### src/hw/rtl/sabm_pkg.sv
// ----------------------------------------------------------------------------
// sabm_pkg
// Shared types and constants for the scaled alpha to bitmask row block.
// ----------------------------------------------------------------------------
package sabm_pkg;

    localparam int MAX_IN_W  = 1024;
    localparam int MAX_OUT_W = 512;

    localparam int IDX_W  = $clog2(MAX_IN_W);      // store address
    localparam int FILL_W = IDX_W + 1;             // load position / fill count
    localparam int IW_W   = 11;                    // in_width
    localparam int OW_W   = 10;                    // out_width
    localparam int SC_W   = 10;                    // start_column
    localparam int SRC_W  = IW_W + 1;              // start_column + step

    localparam logic [7:0] ALPHA_LIMIT = 8'd127;
    localparam logic [2:0] BIT_LAST    = 3'd7;

    localparam int Q_DEPTH = 4;
    localparam int Q_AW    = $clog2(Q_DEPTH);
    localparam int Q_CW    = Q_AW + 1;

    localparam int PADDR_W = 4;
    localparam logic [1:0] REG_IN_WIDTH  = 2'd0;
    localparam logic [1:0] REG_OUT_WIDTH = 2'd1;
    localparam logic [1:0] REG_START_COL = 2'd2;

    localparam logic [IW_W-1:0] IN_WIDTH_RST  = IW_W'(1024);
    localparam logic [OW_W-1:0] OUT_WIDTH_RST = OW_W'(512);

    typedef struct packed {
        logic [7:0] alpha;
        logic       last_pixel;
    } t_in;

    typedef struct packed {
        logic [7:0] mask_byte;
        logic       last_byte;
    } t_out;

    // classified pixel as queued between front and back
    typedef struct packed {
        logic mask_bit;
        logic last;
    } t_pix;

    typedef enum logic [1:0] {
        ST_LOAD,
        ST_DIV,
        ST_EMIT
    } t_back_state;

    function automatic logic [OW_W-1:0] eff_out_width(input logic [OW_W-1:0] w);
        logic [OW_W-1:0] r;
        r = w;
        if (w == '0) begin
            r = OW_W'(1);
        end else if (w > OW_W'(MAX_OUT_W)) begin
            r = OW_W'(MAX_OUT_W);
        end
        return r;
    endfunction

endpackage

### src/hw/rtl/sabm_front.sv
// ----------------------------------------------------------------------------
// sabm_front
// Accepts pixels, turns alpha into a transparency bit and queues them.
// ----------------------------------------------------------------------------
module sabm_front (
    input  logic           i_clk,
    input  logic           i_rst_n,
    input  logic           start,
    output logic           busy,
    input  sabm_pkg::t_in  i_item,
    input  logic           i_pop,
    output logic           o_q_valid,
    output sabm_pkg::t_pix o_head
);
    import sabm_pkg::*;

    t_pix            r_q [Q_DEPTH];
    logic [Q_AW-1:0] r_wp, n_wp;
    logic [Q_AW-1:0] r_rp, n_rp;
    logic [Q_CW-1:0] r_cnt, n_cnt;
    logic            push;
    logic            pop;
    t_pix            pix;

    assign busy      = (r_cnt == Q_CW'(Q_DEPTH));
    assign push      = start && !busy;
    assign o_q_valid = (r_cnt != '0);
    assign pop       = i_pop && o_q_valid;
    assign o_head    = r_q[r_rp];

    always_comb begin
        pix.mask_bit = (i_item.alpha < ALPHA_LIMIT);
        pix.last     = i_item.last_pixel;
    end

    always_comb begin
        n_wp  = push ? r_wp + 1'b1 : r_wp;
        n_rp  = pop  ? r_rp + 1'b1 : r_rp;
        n_cnt = r_cnt + Q_CW'(push) - Q_CW'(pop);
    end

    always_ff @(posedge i_clk) begin
        if (!i_rst_n) begin
            r_wp  <= '0;
            r_rp  <= '0;
            r_cnt <= '0;
        end else begin
            r_wp  <= n_wp;
            r_rp  <= n_rp;
            r_cnt <= n_cnt;
        end
    end

    always_ff @(posedge i_clk) begin
        if (push) begin
            r_q[r_wp] <= pix;
        end
    end

endmodule

### src/hw/rtl/sabm_back.sv
// ----------------------------------------------------------------------------
// sabm_back
// Line store load, step divide, nearest-neighbour walk and byte packing.
// ----------------------------------------------------------------------------
module sabm_back (
    input  logic                      i_clk,
    input  logic                      i_rst_n,
    input  logic                      i_q_valid,
    input  sabm_pkg::t_pix            i_head,
    output logic                      o_pop,
    input  logic [sabm_pkg::IW_W-1:0] i_in_width,
    input  logic [sabm_pkg::OW_W-1:0] i_out_width,
    input  logic [sabm_pkg::SC_W-1:0] i_start_col,
    output logic                      o_strobe,
    output sabm_pkg::t_out            o_result
);
    import sabm_pkg::*;

    t_back_state r_state, n_state;

    logic             r_mem [MAX_IN_W];
    logic             r_rd_bit;
    logic             mem_we;
    logic [IDX_W-1:0] mem_wa;
    logic [IDX_W-1:0] mem_ra;

    logic [FILL_W-1:0] r_load_pos, n_load_pos;
    logic [FILL_W-1:0] r_fill, n_fill;   // entries below this have been written
    logic [3:0]        r_div_cnt, n_div_cnt;
    logic [OW_W-1:0]   r_rem, n_rem;     // step remainder after divide
    logic [IW_W-1:0]   r_quo, n_quo;     // step quotient after divide
    logic [IW_W-1:0]   r_q, n_q;
    logic [OW_W-1:0]   r_r, n_r;
    logic [OW_W-1:0]   r_col, n_col;
    logic              r_b_vld, n_b_vld;
    logic              r_b_ok, n_b_ok;
    logic [2:0]        r_b_pos, n_b_pos;
    logic              r_b_last, n_b_last;
    logic [7:0]        r_pack, n_pack;
    logic              r_strobe, n_strobe;
    t_out              r_out, n_out;

    logic [OW_W:0]   trial;
    logic [OW_W:0]   rsum;
    logic [SRC_W-1:0] src;
    logic [7:0]      byte_v;
    logic            col_last;
    logic            div_done;

    assign o_strobe = r_strobe;
    assign o_result = r_out;

    assign col_last = (r_col == i_out_width - 1'b1);
    assign div_done = (r_div_cnt == 4'(IW_W - 1));

    always_comb begin
        n_state = r_state;
        case (r_state)
            ST_LOAD: begin
                if (i_q_valid && i_head.last) begin
                    n_state = ST_DIV;
                end
            end
            ST_DIV: begin
                if (div_done) begin
                    n_state = ST_EMIT;
                end
            end
            ST_EMIT: begin
                if (col_last) begin
                    n_state = ST_LOAD;
                end
            end
            default: n_state = ST_LOAD;
        endcase
    end

    always_comb begin
        o_pop      = 1'b0;
        mem_we     = 1'b0;
        mem_wa     = r_load_pos[IDX_W-1:0];
        n_load_pos = r_load_pos;
        n_fill     = r_fill;
        n_div_cnt  = r_div_cnt;
        n_rem      = r_rem;
        n_quo      = r_quo;
        n_q        = r_q;
        n_r        = r_r;
        n_col      = r_col;
        n_b_vld    = 1'b0;
        n_b_ok     = r_b_ok;
        n_b_pos    = r_b_pos;
        n_b_last   = r_b_last;
        n_pack     = r_pack;
        n_strobe   = 1'b0;
        n_out      = r_out;
        trial      = {r_rem, r_quo[IW_W-1]};
        rsum       = {1'b0, r_r} + {1'b0, r_rem};
        src        = SRC_W'(i_start_col) + SRC_W'(r_q);
        mem_ra     = src[IDX_W-1:0];
        byte_v     = r_pack;

        case (r_state)
            ST_LOAD: begin
                o_pop = i_q_valid;
                if (i_q_valid) begin
                    if (r_load_pos < FILL_W'(MAX_IN_W)) begin
                        mem_we     = 1'b1;
                        n_load_pos = r_load_pos + 1'b1;
                        if (r_load_pos >= r_fill) begin
                            n_fill = r_load_pos + 1'b1;
                        end
                    end
                    if (i_head.last) begin
                        n_load_pos = '0;
                        n_rem      = '0;
                        n_quo      = i_in_width;
                        n_div_cnt  = '0;
                    end
                end
            end
            ST_DIV: begin
                // restoring divide, one quotient bit a cycle
                if (trial >= {1'b0, i_out_width}) begin
                    n_rem = OW_W'(trial - {1'b0, i_out_width});
                    n_quo = {r_quo[IW_W-2:0], 1'b1};
                end else begin
                    n_rem = trial[OW_W-1:0];
                    n_quo = {r_quo[IW_W-2:0], 1'b0};
                end
                n_div_cnt = r_div_cnt + 1'b1;
                n_q       = '0;
                n_r       = '0;
                n_col     = '0;
            end
            ST_EMIT: begin
                n_b_vld  = 1'b1;
                n_b_ok   = (src < SRC_W'(r_fill));
                n_b_pos  = r_col[2:0];
                n_b_last = col_last;
                n_col    = r_col + 1'b1;
                if (rsum >= {1'b0, i_out_width}) begin
                    n_r = OW_W'(rsum - {1'b0, i_out_width});
                    n_q = r_q + r_quo + 1'b1;
                end else begin
                    n_r = rsum[OW_W-1:0];
                    n_q = r_q + r_quo;
                end
            end
            default: ;
        endcase

        // pack stage, in the cycle after the store read
        if (r_b_vld) begin
            byte_v[r_b_pos] = r_rd_bit & r_b_ok;
            if (r_b_pos == BIT_LAST || r_b_last) begin
                n_strobe        = 1'b1;
                n_out.mask_byte = byte_v;
                n_out.last_byte = r_b_last;
                n_pack          = '0;
            end else begin
                n_pack = byte_v;
            end
        end
    end

    always_ff @(posedge i_clk) begin
        if (!i_rst_n) begin
            r_state    <= ST_LOAD;
            r_load_pos <= '0;
            r_fill     <= '0;
            r_b_vld    <= 1'b0;
            r_pack     <= '0;
            r_strobe   <= 1'b0;
        end else begin
            r_state    <= n_state;
            r_load_pos <= n_load_pos;
            r_fill     <= n_fill;
            r_b_vld    <= n_b_vld;
            r_pack     <= n_pack;
            r_strobe   <= n_strobe;
        end
    end

    always_ff @(posedge i_clk) begin
        r_div_cnt <= n_div_cnt;
        r_rem     <= n_rem;
        r_quo     <= n_quo;
        r_q       <= n_q;
        r_r       <= n_r;
        r_col     <= n_col;
        r_b_ok    <= n_b_ok;
        r_b_pos   <= n_b_pos;
        r_b_last  <= n_b_last;
        r_out     <= n_out;
    end

    always_ff @(posedge i_clk) begin
        if (mem_we) begin
            r_mem[mem_wa] <= i_head.mask_bit;
        end
        r_rd_bit <= r_mem[mem_ra];
    end

endmodule

### src/hw/rtl/scaled_alpha_to_bitmask_row.sv
// ----------------------------------------------------------------------------
// scaled_alpha_to_bitmask_row
// Alpha row to nearest-neighbour scaled 1bpp transparency mask.
// ----------------------------------------------------------------------------
// Pixels are taken one per cycle while busy is low; a four-entry queue sits
// between the intake and the line store, so busy only rises while a row end
// is being divided or emitted and the queue has filled. After the pixel
// marked last_pixel the back end runs the step divide, then walks one
// output column per cycle (out_width, limited to 1..512); each column's
// store read is registered, then packed into the registered output byte.
// Each byte is shown for a single cycle with o_result_strobe; the
// receiver cannot stall, so it must take every strobed transfer. Bit 0 is
// the leftmost column.
// ----------------------------------------------------------------------------
module scaled_alpha_to_bitmask_row (
    input  logic                         i_clk,
    input  logic                         i_rst_n,
    input  logic                         start,
    output logic                         busy,
    input  sabm_pkg::t_in                i_item,
    output logic                         o_result_strobe,
    output sabm_pkg::t_out               o_result,
    input  logic                         psel,
    input  logic                         penable,
    input  logic                         pwrite,
    input  logic [sabm_pkg::PADDR_W-1:0] paddr,
    input  logic [31:0]                  pwdata,
    output logic [31:0]                  prdata,
    output logic                         pready
);
    import sabm_pkg::*;

    logic [IW_W-1:0] r_in_width;
    logic [OW_W-1:0] r_out_width;
    logic [SC_W-1:0] r_start_col;
    logic [1:0]      reg_idx;
    logic            wr_en;
    logic            q_valid;
    logic            pop;
    t_pix            head;

    assign pready  = 1'b1;
    assign reg_idx = paddr[PADDR_W-1:2];
    assign wr_en   = psel && penable && pwrite;

    always_ff @(posedge i_clk) begin
        if (!i_rst_n) begin
            r_in_width  <= IN_WIDTH_RST;
            r_out_width <= OUT_WIDTH_RST;
            r_start_col <= '0;
        end else if (wr_en) begin
            case (reg_idx)
                REG_IN_WIDTH:  r_in_width  <= pwdata[IW_W-1:0];
                REG_OUT_WIDTH: r_out_width <= pwdata[OW_W-1:0];
                REG_START_COL: r_start_col <= pwdata[SC_W-1:0];
                default: ;
            endcase
        end
    end

    always_comb begin
        case (reg_idx)
            REG_IN_WIDTH:  prdata = 32'(r_in_width);
            REG_OUT_WIDTH: prdata = 32'(r_out_width);
            REG_START_COL: prdata = 32'(r_start_col);
            default:       prdata = '0;
        endcase
    end

    sabm_front u_front (
        .i_clk     (i_clk),
        .i_rst_n   (i_rst_n),
        .start     (start),
        .busy      (busy),
        .i_item    (i_item),
        .i_pop     (pop),
        .o_q_valid (q_valid),
        .o_head    (head)
    );

    sabm_back u_back (
        .i_clk       (i_clk),
        .i_rst_n     (i_rst_n),
        .i_q_valid   (q_valid),
        .i_head      (head),
        .o_pop       (pop),
        .i_in_width  (r_in_width),
        .i_out_width (eff_out_width(r_out_width)),
        .i_start_col (r_start_col),
        .o_strobe    (o_result_strobe),
        .o_result    (o_result)
    );

endmodule

### config.mk
export PLATFORM = sky130hd
export DESIGN_NAME = scaled_alpha_to_bitmask_row
export DESIGN_NICKNAME = d
export VERILOG_FILES = /design/src/hw/rtl/sabm_pkg.sv /design/src/hw/rtl/sabm_front.sv /design/src/hw/rtl/sabm_back.sv /design/src/hw/rtl/scaled_alpha_to_bitmask_row.sv
export SDC_FILE = /design/constraint.sdc
export NUM_CORES = 2
export LEC_CHECK = 0
export BUFFER_PORTS_ARGS = -buffer_cell sky130_fd_sc_hd__clkbuf_2
export CAP_MARGIN = 15
export CORE_MARGIN = 1
export CORE_UTILIZATION = 60
export CTS_BUF_LIST = sky130_fd_sc_hd__clkbuf_2
export DETAILED_ROUTE_END_ITERATION = 12
export GPL_TIMING_DRIVEN = 0
export PLACE_DENSITY = 0.77
export SLEW_MARGIN = 20
export SYNTH_ARGS = -nofsm -noshare
export SYNTH_HDL_FRONTEND = slang
export SYNTH_SLANG_ARGS = --single-unit
### constraint.sdc
create_clock -name i_clk -period 10 [get_ports i_clk]
set_input_delay 0.5 -clock i_clk [delete_from_list [all_inputs] [get_ports i_clk]]
set_output_delay 0.5 -clock i_clk [all_outputs]
set_load 0.02 [all_outputs]
# Word-level counts from Yosys, hierarchy flattened
# Memory sizes are Yosys's and may differ from the RTL's. A register that Yosys moved wholly into a read port is not among the register bits.
# Cells that the tools add are included.
# word_totals
regBits,142
mem_bits_rw,1032
input_bits,51
output_inout_bits,44
elab_cells,127
memories,2
# classes
n_addsub,14
magnitude_cmp,9
n_eq_ne,13
muxes,41
n_bitwise,1
n_reduce_logical,24
# memory_table
name,words,width,read_ports,rd_ports_with_merged_regs,wr,line_no,text
u_back.r_mem,1024,1,1,1,1,sabm_back.sv:21,logic r_mem [MAX_IN_W];
u_front.r_q,4,2,1,1,1,sabm_front.sv:17,t_pix r_q [Q_DEPTH];
# op_table
operator,n
$mux W10,6
$pmux W10 S2,3
$mux W11,5
$pmux W11 S2,2
$pmux W11 S3,1
$add A11 B1 Y11 const B,2
$ge A11 B10 Y1,2
$sub A10 B10 Y10,2
$add A10 B11 Y12,1
$lt A12 B11 Y1,1
$mux W1,12
$add A10 B10 Y11,1
$add A11 B11 Y11,1
$ge A11 B11 Y1,1
$lt A11 B11 Y1 const B,1
$add A10 B1 Y10 const B,1
$eq A10 B10 Y1,1
$gt A10 B10 Y1 const B,1
$logic_not A10 Y1,1
$mux W2,5
$ne A2 B1 Y1 const B,5
$reduce_and A2 Y1,5
$sub A10 B1 Y10 const B,1
$reduce_and A3 Y1,3
other kinds (25),38

# Longest topological paths before layout
# depth
ltp_word,7
depth_mapped,17
depth_no_buf,16

# Cells and area by module
# Synthesis repeated with hierarchy kept, for this count alone.
# hier_totals
cells_unflattened,4105
area_unflattened_um2,54925.2
# by_module_without_submodules
mod,instances,cells_per_inst,area_per_inst_um2,seq_area_each_um2
sabm_back,1,3852,52482.8,33552.2
scaled_alpha_to_bitmask_row,1,192,1651.6,620.6
sabm_front,1,61,790.8,420.4

# Worst setup path after synthesis
# Ideal clock, no wire load.
# synth_path
path_kind,reg2reg
from,register with a tool-made name
to,memory u_back.r_mem[0] (data pin)
setup_time_ps,1606
t_arrival_ps,7263
required_ps,8394
path_slack_ps,1131
stages_incl_launch_ff,2
n_path_buf,0
synth_period_minus_slack_ps,8869
path_cell_list,dfxtp_1 mux4_2
# synth_lines
element,line_no
end: declaration,sabm_back.sv:21

# Final worst setup path
# layout_path
from,register u_back.r_q[0]
to,"register u_back.r_rd_bit, read port of u_back.r_mem"
# layout_between
elab_chain_len,1
# layout_rtl
element,line_no,text
start: declaration,sabm_back.sv:32,"logic [IW_W-1:0] r_q, n_q;"
start signal: assignment,sabm_back.sv:189,r_q <= n_q;
$add A10 B11 Y12,sabm_back.sv:99,src = SRC_W'(i_start_col) + SRC_W'(r_q);
end: declaration,sabm_back.sv:22,logic r_rd_bit;
# Every way passes these cells.
# A chain may end at the register's enable or synchronous reset.

==> results list <==
- Initial core utilization: 60.98%
* Height of the chip: 302.6 um
- Clk slew on worst S/H paths: 0.10 ns
- Dominant cell by count in the synthesized netlist: sky130_fd_sc_hd__nor2_1
* Cell seen most often among critical-path stages: sky130_fd_sc_hd__clkbuf_1
- The number of global-route vias before repair is 37150.
- Main flop type after synthesis: sky130_fd_sc_hd__edfxtp_1
* Detailed route wirelength on metal3: 26270 um
* Crit Reg-Reg Startpoint: u_back.r_q[0]
* Die ar.: 91570 um2
- Origin of the worst setup path: u_back.r_q[0]
- The number of cells on the worst reg-to-reg path is 13.
- Worst min-delay path category: input port to flop
* Critical path destination: u_back.r_rd_bit
- Share of post-route cells with drive strength above 1: 19.89%
- Highest attainable clock frequency: 174.1 MHz
* Library cell with the largest summed area after synthesis: sky130_fd_sc_hd__edfxtp_1
- Headroom to the max-slew limit came out at 5.462%.
* Weighted congestion reported at the end of routability-driven placement: 1.001
- Counting flops and latches in the post-synthesis netlist gives 1177.
- Number of warning messages in the yosys log: 0
* Port Buffer Count: 48
- Across the VDD grid, the largest voltage drop is 0.1469 mV.
* Vias post-DR: 38650
* Number of setup buffers added after CTS: 0
- The run finished with clean final reports.
- Worst path depth: 13
- For the worst setup path, the data arrival time is 7.09 ns.
- The synthesized design contains 1102 enable-type register cells.
- The count of pins over their slew limit came to 0.
- Counting flops with an async set or reset pin after synthesis yields a share of 0%.
- Cell types occupying the most area after synthesis: sky130_fd_sc_hd__edfxtp_1, sky130_fd_sc_hd__mux4_2, sky130_fd_sc_hd__nor2_1
- H-tree Lvls: 5
- The area growth from synthesis to layout is 9.946%.
* CP max stage delay: 0.84 ns
- STA classifies the critical path startpoint as a flop.
* CTS tree: yes
- A synthesized cell averages 13.40 um2.
- Post-route DRC: 0
- For flop-to-flop paths, the worst setup slack is 4.26 ns.
- The tool flagged a number of max-cap violations equal to 0.
* Final setup violation count: 0
- Buffers & Inverters on Critical Path: 3
* Clock buffer count from CTS: 307
* Number of core rows: 109
- In the final routing, the length of wire on met1 measures 55320 um.
- Iteration-0 DRC Markers: 6655
- Routed wire length per instance: 28.84 um
- First drt pass iteration count: 7
* Clock Skew: 0.1626 ns
* RSZ-0062 raised after global routing: no
- From left edge to right edge, the die measures 302.6 um.
- Adding up every negative setup slack in the final design gives 0 ns.
* Maximum count of clock buffers along a single path: 4
- Fraction of synthesized cell area taken by the top area cell type: 61.03%
- The number of endpoints with negative hold slack in the final report came to 0.
- Entering global routing, the biggest net connects 94 pins.
- Crit share post-route: 57.43%
- Cell Chain, Critical Path: ha_1 > fa_1 > buf_2 > clkbuf_1 > clkbuf_1 > mux4_2 > mux2i_1 > nand2_1 > nand4_1 > o311ai_1 > o22ai_1 > a21o_1 > o221ai_2
* Synth cell types: 78
* Category of the most critical setup path: flop to flop
- Finished Layout Cells: 5872
- Number of nets with antenna violations after routing: 0
- Uppermost metal layer occupied by signal nets: met5
- Root cell of the clock tree: sky130_fd_sc_hd__clkbuf_2
- Number of top-level design ports: 95
- Post-synthesis sequential area ratio: 63.80%
- Crit-path leading delay family: buffers and inverters
- At the pin with the least slew margin, the transition time is 1.415 ns.
- The net count of the finished layout is 4647.
* Syn Inst Count: 4047
- Data on the critical path is required at its endpoint by 11.34 ns.
* Number of antenna violations at the first check in global routing: 9
- Reg-to-reg endpoint: u_back.r_rd_bit
- Worst-skew pair later-pin latency: 1.64 ns
- Placeable core region: 88920 um2
* Top post-synthesis cells by count: sky130_fd_sc_hd__nor2_1, sky130_fd_sc_hd__edfxtp_1, sky130_fd_sc_hd__mux4_2, sky130_fd_sc_hd__clkbuf_1, sky130_fd_sc_hd__nand2_1
- The largest individual stage delay along the critical path comes from the cell sky130_fd_sc_hd__clkbuf_1.
- Routed Wire Length: 169400 um
- The first global-routing pass estimated 239900 um of wire.
- Via density per instance: 6.583
- Length of routed met2 wiring: 74220 um
- Dividing total power by cell area gives a power density of 255.6 nW/um2.
- Number of sinks on the clock net: 1177
* GRT Total Usage: 37.40%
- Max Fanout on Critical Path: 10
- The HPWL after detailed placement is 109400 um.
* Leak: 19.70 nW
- Global routing finished with a remaining overflow of 0.
- Post-Synthesis Cell Area: 54220 um2
* Setup crit end kind: flop
- Placed instance count: 5296
- The routed design could run at a clock period as short as 5.743 ns.
[worst min-delay path by stage]
| stage | from | to | slack (ns) | cells after the start |
|---|---|---|---|---|
| floorplan | u_back.r_pack[7] | u_back.r_pack[7] | 0.41 | 2 |
| global placement | u_back.r_pack[7] | u_back.r_pack[7] | 0.42 | 2 |
| detailed placement | u_back.r_pack[7] | u_back.r_pack[7] | 0.44 | 2 |
| CTS | i_rst_n | r_start_col[5] | 0.12 | 5 |
| global route | start | u_front.r_wp[1] | 0.19 | 6 |
| finish | start | u_front.r_wp[1] | 0.19 | 6 |
[state kept, by name (all words and copies together) (netlist names), 2 cells and up, named ones only]
register and cells:
u_back.r_q 11, u_back.r_state 2, u_front.r_q 8, u_back.r_r 10, u_back.r_pack 8, u_front.r_wp 2
u_back.r_div_cnt 4, u_back.r_b_pos 3, r_in_width 11, u_front.r_rp 2, r_start_col 10, u_back.r_quo 11
u_back.r_rem 10, u_back.r_mem 1024, u_back.r_fill 11, u_back.o_result 9, r_out_width 10, u_back.r_load_pos 11
u_front.r_cnt 3, u_back.r_col 10
[worst register-to-register path, stage by stage (launching register included)]
cell	delay (ns)
sky130_fd_sc_hd__edfxtp_1	0.41
sky130_fd_sc_hd__ha_1	0.25
sky130_fd_sc_hd__fa_1	0.66
sky130_fd_sc_hd__buf_2	0.62
sky130_fd_sc_hd__clkbuf_1	0.70
sky130_fd_sc_hd__clkbuf_1	0.84
sky130_fd_sc_hd__mux4_2	0.44
sky130_fd_sc_hd__mux2i_1	0.31
sky130_fd_sc_hd__nand2_1	0.12
sky130_fd_sc_hd__nand4_1	0.14
sky130_fd_sc_hd__o311ai_1	0.13
sky130_fd_sc_hd__o22ai_1	0.50
sky130_fd_sc_hd__a21o_1	0.23
sky130_fd_sc_hd__o221ai_2	0.15
[cells by family (layout without fill, tap and decap cells)]
| group | Yosys count | after routing | synth area share (%) |
|---|---|---|---|
| muxes | 393 | 393 | 13.53 |
| adders and majority gates | 95 | 95 | 2.275 |
| and+or+nand+nor | 1560 | 1560 | 11.76 |
| DFF | 1177 | 1177 | 63.80 |
| other | 2 | 44 | 0.01385 |
| buffers and inverters | 421 | 1039 | 3.425 |
| xor gates and xnor gates | 70 | 70 | 1.131 |
| AOI/OAI and AO/OA | 329 | 329 | 4.071 |
[area by class of cell]
class / count / area [um2]
plain buffers: 356 / 1632
diodes: 22 / 55.05
inverters: 65 / 244.0
well taps: 1165 / 1458
clock buffers: 437 / 2187
fillers: 6351 / 29310
multi-input cells: 2469 / 17900
repair buffers: 125 / 1241
flip-flops and latches: 1177 / 34590
clock inverters: 56 / 301.5
[report_power, final]
part           total [W]  internal [W]  leakage (nW)  switching [W]
registers        0.00632       0.00619          10.5       0.000129
logic            0.00575       0.00204          7.19        0.00371
clock network    0.00317       0.00123          1.97        0.00194
total             0.0152       0.00945          19.7        0.00578
[layer usage]
metal | vias up | GRT usage [%]
met2 | 3394 | 55.29
met1 | 18620 | 45.42
met3 | 801 | 14.58
met5 | - | 1.294
met4 | 6 | 25.69
li1 | 15840 | -
[through the flow]
step	util, %	area, um2	total power [W]	hold slack, ns	setup WS, ns
finish	67.04	59610	0.01524	0.1928	4.257
global route	67.00	59580	0.01570	0.1894	4.386
CTS	66.94	59530	0.01499	0.1181	4.304
detailed placement	63.47	56440	0.01192	0.4401	4.382
global placement	62.97	55990	0.01213	0.4153	-3.802
floorplan	-	54290	0.01029	0.4062	1.131
[cells in the final DEF (no fill, tap or decap), drive strengths merged, types with 17 or more instances in the layout]
master	synthesis	layout
conb	2	22
xor2	24	24
nand2	232	232
and3	18	18
xnor2	46	46
ha	89	89
nand2b	17	17
inv	62	66
nor2	1113	1113
a21oi	103	103
nor3	22	22
a211oi	18	18
diode	0	22
a21o	30	30
mux4	269	269
mux2i	97	97
and2	18	18
dfxtp	75	75
mux2	27	27
clkbuf	267	753
edfxtp	1102	1102
a311oi	19	19
buf	89	105
dlygate4sd3	0	60
clkinv	3	52
o21ai	46	46
nand3	61	61
[what timing repair did]
item,in CTS,in global routing
hold buffers,60,0
endpoints found under the hold margin,71,0
gates resized for setup,0,0
No activity file was read; power rests on OpenSTA's default activity.
